`src/rtl/pdf_pkg.sv`:
```
// Shared types and constants for the packet deframer with CRC-8 check.
// No dependencies; imported by the result interface, the CRC step and the top level.
package pdf_pkg;

  localparam logic [7:0]  CRC8_POLY       = 8'h8C;
  localparam logic [15:0] ID_MASK_RESET   = 16'hF228;
  localparam int          ID_MASK_WIDTH   = 16;

  typedef enum logic [1:0] {
    ST_OK         = 2'd0,
    ST_CRC_ERR    = 2'd1,
    ST_UNKNOWN_ID = 2'd2
  } pdf_status_t;

endpackage

```
`src/rtl/pdf_channels.sv`:
```
// Valid/ready channel interfaces for the deframer: byte input, result output
// and the accept-mask write port. Depends on pdf_pkg.
interface pdf_rx_if;
  logic       valid;
  logic       ready;
  logic [7:0] rx_byte;

  modport source (output valid, output rx_byte, input ready);
  modport sink   (input valid, input rx_byte, output ready);
endinterface

interface pdf_res_if;
  import pdf_pkg::*;
  logic        valid;
  logic        ready;
  logic        is_verdict;
  logic [7:0]  packet_id;
  logic [7:0]  data_byte;
  logic [15:0] byte_index;
  logic [15:0] payload_length;
  pdf_status_t status;

  modport source (output valid, output is_verdict, output packet_id, output data_byte,
                  output byte_index, output payload_length, output status, input ready);
  modport sink   (input valid, input is_verdict, input packet_id, input data_byte,
                  input byte_index, input payload_length, input status, output ready);
endinterface

interface pdf_cfg_if;
  logic        valid;
  logic        ready;
  logic [15:0] accepted_id_mask;

  modport source (output valid, output accepted_id_mask, input ready);
  modport sink   (input valid, input accepted_id_mask, output ready);
endinterface

```
`src/rtl/pdf_crc8_step.sv`:
```
// One-byte update of the reflected Maxim CRC-8, fully combinational.
// Depends on pdf_pkg for the polynomial.
module pdf_crc8_step
  import pdf_pkg::*;
(
  input  logic [7:0] crc_in,
  input  logic [7:0] data_in,
  output logic [7:0] crc_out
);

  always_comb begin
    logic [7:0] c;
    logic [7:0] d;
    c = crc_in;
    d = data_in;
    for (int k = 0; k < 8; k++) begin
      if ((c[0] ^ d[0]) == 1'b1) begin
        c = (c >> 1) ^ CRC8_POLY;
      end else begin
        c = c >> 1;
      end
      d = d >> 1;
    end
    crc_out = c;
  end

endmodule

```
`src/rtl/packet_deframer_crc8_unit.sv`:
```
// Packet deframer top level: parses id, length, payload and CRC byte.
// Depends on pdf_pkg, the channel interfaces and pdf_crc8_step.
// Usage:
//   in_ch carries one received byte per transfer. A packet is an id byte, a
//   little-endian 16-bit payload length, the payload bytes and one CRC byte
//   (reflected Maxim CRC-8, seed zero, payload only). Header bytes produce no
//   result. out_ch carries one transfer per payload byte (data, index, id,
//   declared length) and one verdict transfer after the CRC byte with status
//   ok, CRC error or unknown id; a CRC error wins over an unknown id.
//   cfg_ch writes the accepted id mask (bit n enables id n, ids of 16 and up
//   are never accepted). It is always ready and should only be written while
//   the block is idle.
// Timing:
//   A byte is parsed in the cycle it is transferred and its result is in the
//   output register in the cycle after; one byte per cycle is sustained while
//   out_ch stays ready. If the receiver stalls, the held result stays put and
//   in_ch accepts a byte only when the output register is empty or draining.
// Reset:
//   rst_n is synchronous. After reset the parser waits for an id byte, the
//   output register is empty and the mask enables ids 3, 5, 9, 12..15.
module packet_deframer_crc8_unit
  import pdf_pkg::*;
#(
  parameter int LENGTH_WIDTH = 16
) (
  input  logic        clk,
  input  logic        rst_n,
  pdf_rx_if.sink      in_ch,
  pdf_res_if.source   out_ch,
  pdf_cfg_if.sink     cfg_ch
);

  typedef enum logic [2:0] {
    PH_ID      = 3'd0,
    PH_LEN_LO  = 3'd1,
    PH_LEN_HI  = 3'd2,
    PH_PAYLOAD = 3'd3,
    PH_CRC     = 3'd4
  } phase_t;

  // Parser state.
  phase_t                    phase_r, phase_nxt;
  logic [7:0]                id_r, id_nxt;
  logic [LENGTH_WIDTH-1:0]   len_r, len_nxt;
  logic [LENGTH_WIDTH-1:0]   count_r, count_nxt;
  logic [7:0]                crc_r, crc_nxt;
  logic [ID_MASK_WIDTH-1:0]  mask_r;

  // Output register.
  logic        out_valid_r;
  logic        res_verdict_r, res_verdict_nxt;
  logic [7:0]  res_id_r, res_id_nxt;
  logic [7:0]  res_data_r, res_data_nxt;
  logic [15:0] res_index_r, res_index_nxt;
  logic [15:0] res_len_r, res_len_nxt;
  pdf_status_t res_status_r, res_status_nxt;
  logic        has_result;

  logic                    accept;
  logic [7:0]              crc_step;
  logic [15:0]             len_full;
  logic [LENGTH_WIDTH:0]   count_inc;
  logic                    id_known;

  // The output register frees up when it is empty or drained this cycle.
  assign in_ch.ready = !out_valid_r || out_ch.ready;
  assign accept      = in_ch.valid && in_ch.ready;
  assign cfg_ch.ready = 1'b1;

  pdf_crc8_step u_crc (
    .crc_in  (crc_r),
    .data_in (in_ch.rx_byte),
    .crc_out (crc_step)
  );

  assign len_full  = {in_ch.rx_byte, len_r[7:0]};
  assign count_inc = {1'b0, count_r} + (LENGTH_WIDTH+1)'(1);
  assign id_known  = (id_r[7:4] == 4'd0) && mask_r[id_r[3:0]];

  always_comb begin
    phase_nxt       = phase_r;
    id_nxt          = id_r;
    len_nxt         = len_r;
    count_nxt       = count_r;
    crc_nxt         = crc_r;
    has_result      = 1'b0;
    res_verdict_nxt = 1'b0;
    res_id_nxt      = id_r;
    res_data_nxt    = 8'd0;
    res_index_nxt   = 16'd0;
    res_len_nxt     = 16'(len_r);
    res_status_nxt  = ST_OK;
    unique case (phase_r)
      PH_LEN_LO: begin
        len_nxt   = LENGTH_WIDTH'(in_ch.rx_byte);
        phase_nxt = PH_LEN_HI;
      end
      PH_LEN_HI: begin
        len_nxt   = len_full[LENGTH_WIDTH-1:0];
        count_nxt = '0;
        crc_nxt   = 8'd0;
        phase_nxt = (len_full[LENGTH_WIDTH-1:0] == '0) ? PH_CRC : PH_PAYLOAD;
      end
      PH_PAYLOAD: begin
        crc_nxt       = crc_step;
        count_nxt     = count_inc[LENGTH_WIDTH-1:0];
        has_result    = 1'b1;
        res_data_nxt  = in_ch.rx_byte;
        res_index_nxt = 16'(count_r);
        if (count_inc >= {1'b0, len_r}) begin
          phase_nxt = PH_CRC;
        end
      end
      PH_CRC: begin
        has_result      = 1'b1;
        res_verdict_nxt = 1'b1;
        phase_nxt       = PH_ID;
        priority if (in_ch.rx_byte != crc_r) begin
          res_status_nxt = ST_CRC_ERR;
        end else if (!id_known) begin
          res_status_nxt = ST_UNKNOWN_ID;
        end else begin
          res_status_nxt = ST_OK;
        end
      end
      default: begin
        // Expecting an id byte; unused phase codes land here too.
        id_nxt    = in_ch.rx_byte;
        len_nxt   = '0;
        count_nxt = '0;
        crc_nxt   = 8'd0;
        phase_nxt = PH_LEN_LO;
      end
    endcase
  end

  always_ff @(posedge clk) begin
    if (!rst_n) begin
      phase_r     <= PH_ID;
      id_r        <= 8'd0;
      len_r       <= '0;
      count_r     <= '0;
      crc_r       <= 8'd0;
      mask_r      <= ID_MASK_RESET;
      out_valid_r <= 1'b0;
    end else begin
      if (accept) begin
        phase_r     <= phase_nxt;
        id_r        <= id_nxt;
        len_r       <= len_nxt;
        count_r     <= count_nxt;
        crc_r       <= crc_nxt;
        out_valid_r <= has_result;
      end else if (out_ch.ready) begin
        out_valid_r <= 1'b0;
      end
      if (cfg_ch.valid && cfg_ch.ready) begin
        mask_r <= cfg_ch.accepted_id_mask;
      end
    end
  end

  // Result payload needs no reset; it is qualified by out_valid_r.
  always_ff @(posedge clk) begin
    if (accept && has_result) begin
      res_verdict_r <= res_verdict_nxt;
      res_id_r      <= res_id_nxt;
      res_data_r    <= res_data_nxt;
      res_index_r   <= res_index_nxt;
      res_len_r     <= res_len_nxt;
      res_status_r  <= res_status_nxt;
    end
  end

  assign out_ch.valid          = out_valid_r;
  assign out_ch.is_verdict     = res_verdict_r;
  assign out_ch.packet_id      = res_id_r;
  assign out_ch.data_byte      = res_data_r;
  assign out_ch.byte_index     = res_index_r;
  assign out_ch.payload_length = res_len_r;
  assign out_ch.status         = res_status_r;

endmodule

```
`src/flat_wrapper.sv`:
```
// flat-port wrapper written by rule: the top's interface ports become plain ports
module packet_deframer_crc8_unit_flat import pdf_pkg::*;
#(
  parameter int LENGTH_WIDTH = 16
)
  (clk, rst_n, in_ch_valid, in_ch_rx_byte, in_ch_ready, out_ch_valid, out_ch_is_verdict, out_ch_packet_id, out_ch_data_byte, out_ch_byte_index, out_ch_payload_length, out_ch_status, out_ch_ready, cfg_ch_valid, cfg_ch_accepted_id_mask, cfg_ch_ready);
  pdf_rx_if in_ch_i ();
  pdf_res_if out_ch_i ();
  pdf_cfg_if cfg_ch_i ();
  input  logic clk;
  input  logic rst_n;
  input wire logic [$bits(in_ch_i.valid)-1:0] in_ch_valid;
  input wire logic [$bits(in_ch_i.rx_byte)-1:0] in_ch_rx_byte;
  output wire logic [$bits(in_ch_i.ready)-1:0] in_ch_ready;
  output wire logic [$bits(out_ch_i.valid)-1:0] out_ch_valid;
  output wire logic [$bits(out_ch_i.is_verdict)-1:0] out_ch_is_verdict;
  output wire logic [$bits(out_ch_i.packet_id)-1:0] out_ch_packet_id;
  output wire logic [$bits(out_ch_i.data_byte)-1:0] out_ch_data_byte;
  output wire logic [$bits(out_ch_i.byte_index)-1:0] out_ch_byte_index;
  output wire logic [$bits(out_ch_i.payload_length)-1:0] out_ch_payload_length;
  output wire logic [$bits(out_ch_i.status)-1:0] out_ch_status;
  input wire logic [$bits(out_ch_i.ready)-1:0] out_ch_ready;
  input wire logic [$bits(cfg_ch_i.valid)-1:0] cfg_ch_valid;
  input wire logic [$bits(cfg_ch_i.accepted_id_mask)-1:0] cfg_ch_accepted_id_mask;
  output wire logic [$bits(cfg_ch_i.ready)-1:0] cfg_ch_ready;
  assign in_ch_i.valid = in_ch_valid;
  assign in_ch_i.rx_byte = in_ch_rx_byte;
  assign in_ch_ready = in_ch_i.ready;
  assign out_ch_valid = out_ch_i.valid;
  assign out_ch_is_verdict = out_ch_i.is_verdict;
  assign out_ch_packet_id = out_ch_i.packet_id;
  assign out_ch_data_byte = out_ch_i.data_byte;
  assign out_ch_byte_index = out_ch_i.byte_index;
  assign out_ch_payload_length = out_ch_i.payload_length;
  assign out_ch_status = out_ch_i.status;
  assign out_ch_i.ready = out_ch_ready;
  assign cfg_ch_i.valid = cfg_ch_valid;
  assign cfg_ch_i.accepted_id_mask = cfg_ch_accepted_id_mask;
  assign cfg_ch_ready = cfg_ch_i.ready;
  packet_deframer_crc8_unit #(.LENGTH_WIDTH(LENGTH_WIDTH)) u_core (.clk(clk), .rst_n(rst_n), .in_ch(in_ch_i), .out_ch(out_ch_i), .cfg_ch(cfg_ch_i));
endmodule
```
`config.mk`:
```
export PLATFORM = sky130hd
export DESIGN_NAME = packet_deframer_crc8_unit_flat
export DESIGN_NICKNAME = d
export VERILOG_FILES = /design/src/rtl/pdf_pkg.sv /design/src/rtl/pdf_channels.sv /design/src/rtl/pdf_crc8_step.sv /design/src/rtl/packet_deframer_crc8_unit.sv /design/src/flat_wrapper.sv
export SDC_FILE = /design/constraint.sdc
export NUM_CORES = 1
export LEC_CHECK = 0
export ABC_AREA = 1
export BUFFER_PORTS_ARGS = -buffer_cell sky130_fd_sc_hd__buf_2
export CORE_ASPECT_RATIO = 1.2
export CORE_MARGIN = 3
export CORE_UTILIZATION = 57
export DETAILED_ROUTE_END_ITERATION = 7
export MAX_ROUTING_LAYER = met4
export PLACE_DENSITY = 0.89
export REMOVE_ABC_BUFFERS = 1
export SLEW_MARGIN = 20
export SYNTH_ARGS = -nofsm -noshare
export SYNTH_HDL_FRONTEND = slang
export SYNTH_SLANG_ARGS = --single-unit
```
`constraint.sdc`:
```
create_clock -name clk -period 4.9 [get_ports clk]
set_input_delay 0.49 -clock clk [delete_from_list [all_inputs] [get_ports clk]]
set_output_delay 0.49 -clock clk [all_outputs]
set_load 0.005 [all_outputs]
```
==> summary.txt <==
post-synthesis sequential area ratio = 0.5325
number of buffers inserted during clock tree synthesis = 17
primary flip-flop cell chosen by synthesis mapping = dfxtp_1
number of hold buffers added after cts = 0
antenna cell count = 0
Worst Skew = 0.006589 ns
most area-hungry cell type in the Yosys netlist = edfxtp_1
placed cells = 795
Non-Filler Cell Area, Final = 6526 um2
final number of setup-violating endpoints = 0
global route overflow = 0
sinks on the clock net = 119
unrepaired setup endpoints after global routing = false
half-perimeter wire length after detailed placement = 9.025 mm
status = finished clean
final worst hold slack = 0.1793 ns
worst-case vdd ir drop = 0.0002373 V
Yosys warning total = 0
transition time of the tightest slew-check pin = 1.075 ns
global-route wire length before repair = 22.09 mm
non-filler cells, final = 827
PD cells = 411.9 nW/um2
First DRT Iteration DRCs = 292
kind of critical path = flop to flop
Port Buf Inserts = 81
worst slew margin relative to its limit = 0.2814
layout cells sized above 1 = 0.1909
top post-synthesis cells by area = edfxtp_1, dfxtp_1, nand2_1
final setup TNS = 0 ns
top cell types by occurrence after synthesis = nand2_1, inv_1, a21oi_1
max-slew violation count = 0
master cell of the clock root buffer = clkbuf_8
instance area after placement = 5906 um2
effective utilization at floorplan = 0.5920
PostCTS Resize Cnt = 0
Gate Count Post-Synth = 615
list of cells traversed by the critical path = ha_1 > nand3_1 > nor2_1 > nand2_1 > nor2_1 > xor2_1 > inv_1 > ha_1 > a21oi_1 > o21ai_0 > nand4_1 > nand2_1 > nor2_1 > nand4_1 > a21oi_1 > nor2_1
vias per cell = 5.595
drt pass-1 iters = 5
core area = 9176 um2
CP dominant cell by count = nor2_1
count of final hold-check violations = 0
pin count of the biggest net entering global routing = 46
antenna violations before repair = 0
library cell with the highest instance count after synthesis = nand2_1
clock slew at reported path FFs = 0.05 ns
latest clock arrival within the worst-skew pair = 0.52 ns
antenna viol nets, final = 0
final period utilization = 0.6058
kind of cell adding the most delay to the critical path = simple AND/OR/NAND/NOR gates
total via count in the routed design = 4,627
count of distinct cell types in the synthesized netlist = 35
number of enable flip-flop cells after synthesis = 51
final WL = 13.37 mm
number of nets in the final layout = 740
Ports = 83
area overhead of the layout relative to synthesis = 20.13%
Min-Delay Path Class = input pin to flop
f_max = 0.3369 GHz
Max FO, Critical Path = 5
horizontal die dimension = 95.12 um
Leakage = 2.739 nW
weighted congestion at the end of routability-driven global placement = 0.9120
max-cap check violation count = 0
drt wl/cell = 16.17 um
slowest cell delay on critical path = 0.36 ns
utilization of the core after routing = 0.7112
data required time of the worst path = 5.31 ns
FF+latch count, synth = 119
number of buffers added for setup after CTS = 0
fill cell instance count of the final layout = 616
area occupied by multi-input gates = 2113 um2
syn_area_per_cell = 8.834 um2
number of global-route vias before repair = 4,599
deepest level of the CTS H-tree = 4
crit path capture type = flop
fin crit period = 2.968 ns
netlist area before placement = 5433 um2
Max Buffers Root-to-Sink = 2
data arrival time of the critical path = 3.38 ns
top-area cell type share of the netlist area = 0.2819
Critical-path top delay cell = dfxtp_1
clock tree from TritonCTS = yes
fraction of registers with async set/reset = 0
area used by sequential logic in the layout = 2893 um2
Total Die Area = 10,740 um2
Site Rows = 38
total routing usage reported by global routing = 0.2746
Buf+Inv Stages, Crit Path = 1
crit path launch type = flop
Post-route DRC = 0
Die H = 112.9 um
==> through the flow <==
step           setup slack [ns]  power (W)
3_5_place_dp              2.037   0.001420
6_report                  1.932   0.002688
3_3_place_gp              2.297   0.001403
4_1_cts                   1.956   0.002690
5_1_grt                   1.603   0.002788
2_1_floorplan             1.262   0.001322
==> layout by cell type, fill, tap and decap left out, types with 3 or more instances in the layout <==
cell,count
nand2_1,100
inv_1,81
buf_2,81
a21oi_1,69
dfxtp_1,68
nor2_1,56
edfxtp_1,51
o21ai_0,27
nand3_1,23
ha_1,17
clkbuf_16,17
xor2_1,16
a211oi_1,14
xnor2_1,10
nand4_1,10
nor4_1,8
nor3_1,7
nand2_2,6
o211ai_1,6
inv_2,5
clkbuf_8,5
nor2_4,3
bufinv_16,3
clkbuf_1,3
==> report_power, final <==
group,internal (W),total (W),leakage (nW),switching [W]
Clock,0.000858,0.00127,0.301,0.000417
Sequential,0.00109,0.00113,1.03,0.0000372
Combinational,0.0000959,0.000286,1.40,0.000190
==> routing by layer <==
| layer | share of wire | track usage |
|---|---|---|
| met5 | 0 | - |
| met4 | 0.036 | 0.1357 |
| met3 | 0.078 | 0.07447 |
| met2 | 0.49 | 0.4353 |
| met1 | 0.39 | 0.3190 |
==> area by class of cell <==
cell class	instances	area share
clock buffer	25	0.07745
tap	120	0.02301
clock inverter	7	0.01764
multi-input combinational	386	0.3238
sequential	119	0.4433
timing repair buffer	83	0.06442
inverter	87	0.05042
==> tightest hold or removal path, stage by stage <==
cell and delay (ns):
buf_2 0.08, a21oi_1 0.05, o21ai_0 0.06
==> state kept, by name, indices dropped and copies added (netlist names) <==
name	count
u_core.phase_r	3
u_core.crc_r	8
u_core.count_r	16
u_core.out_ch.status	2
u_core.len_r	16
u_core.out_ch.payload_length	16
u_core.id_r	8
u_core.out_ch.byte_index	16
u_core.mask_r	16
u_core.out_ch.data_byte	8
u_core.out_ch.packet_id	8
u_core.out_ch.valid	1
u_core.out_ch.is_verdict	1
==> path summary, 6_finish.rpt <==
kind                                                startpoint                                    endpoint  slack, ns  cells past startpoint
worst max-delay path            u_core.count_r[0]$_SDFFE_PN0P_              u_core.phase_r[0]$_SDFFE_PN0P_       1.93                     16
worst min-delay path                cfg_ch_accepted_id_mask[9]               u_core.mask_r[9]$_SDFFE_PN1P_       0.18                      3
worst max register to register  u_core.count_r[0]$_SDFFE_PN0P_              u_core.phase_r[0]$_SDFFE_PN0P_       1.93                     16
worst min register to register   u_core.len_r[14]$_SDFFE_PN0P_  u_core.out_ch.payload_length[14]$_DFFE_PP_       0.43                      0
==> kinds of logic after synthesis <==
logic type / count (synthesis) / synth area share
simple gates: 220 / 0.1799
fa+ha+maj: 17 / 0.03915
xor+xnor: 26 / 0.04191
mux: 1 / 0.001843
flops: 119 / 0.5325
other cells: 1 / 0.0006903
buf+inv: 110 / 0.07992
compound gates: 121 / 0.1241
Note: power is estimated with default switching activity, not from simulation.
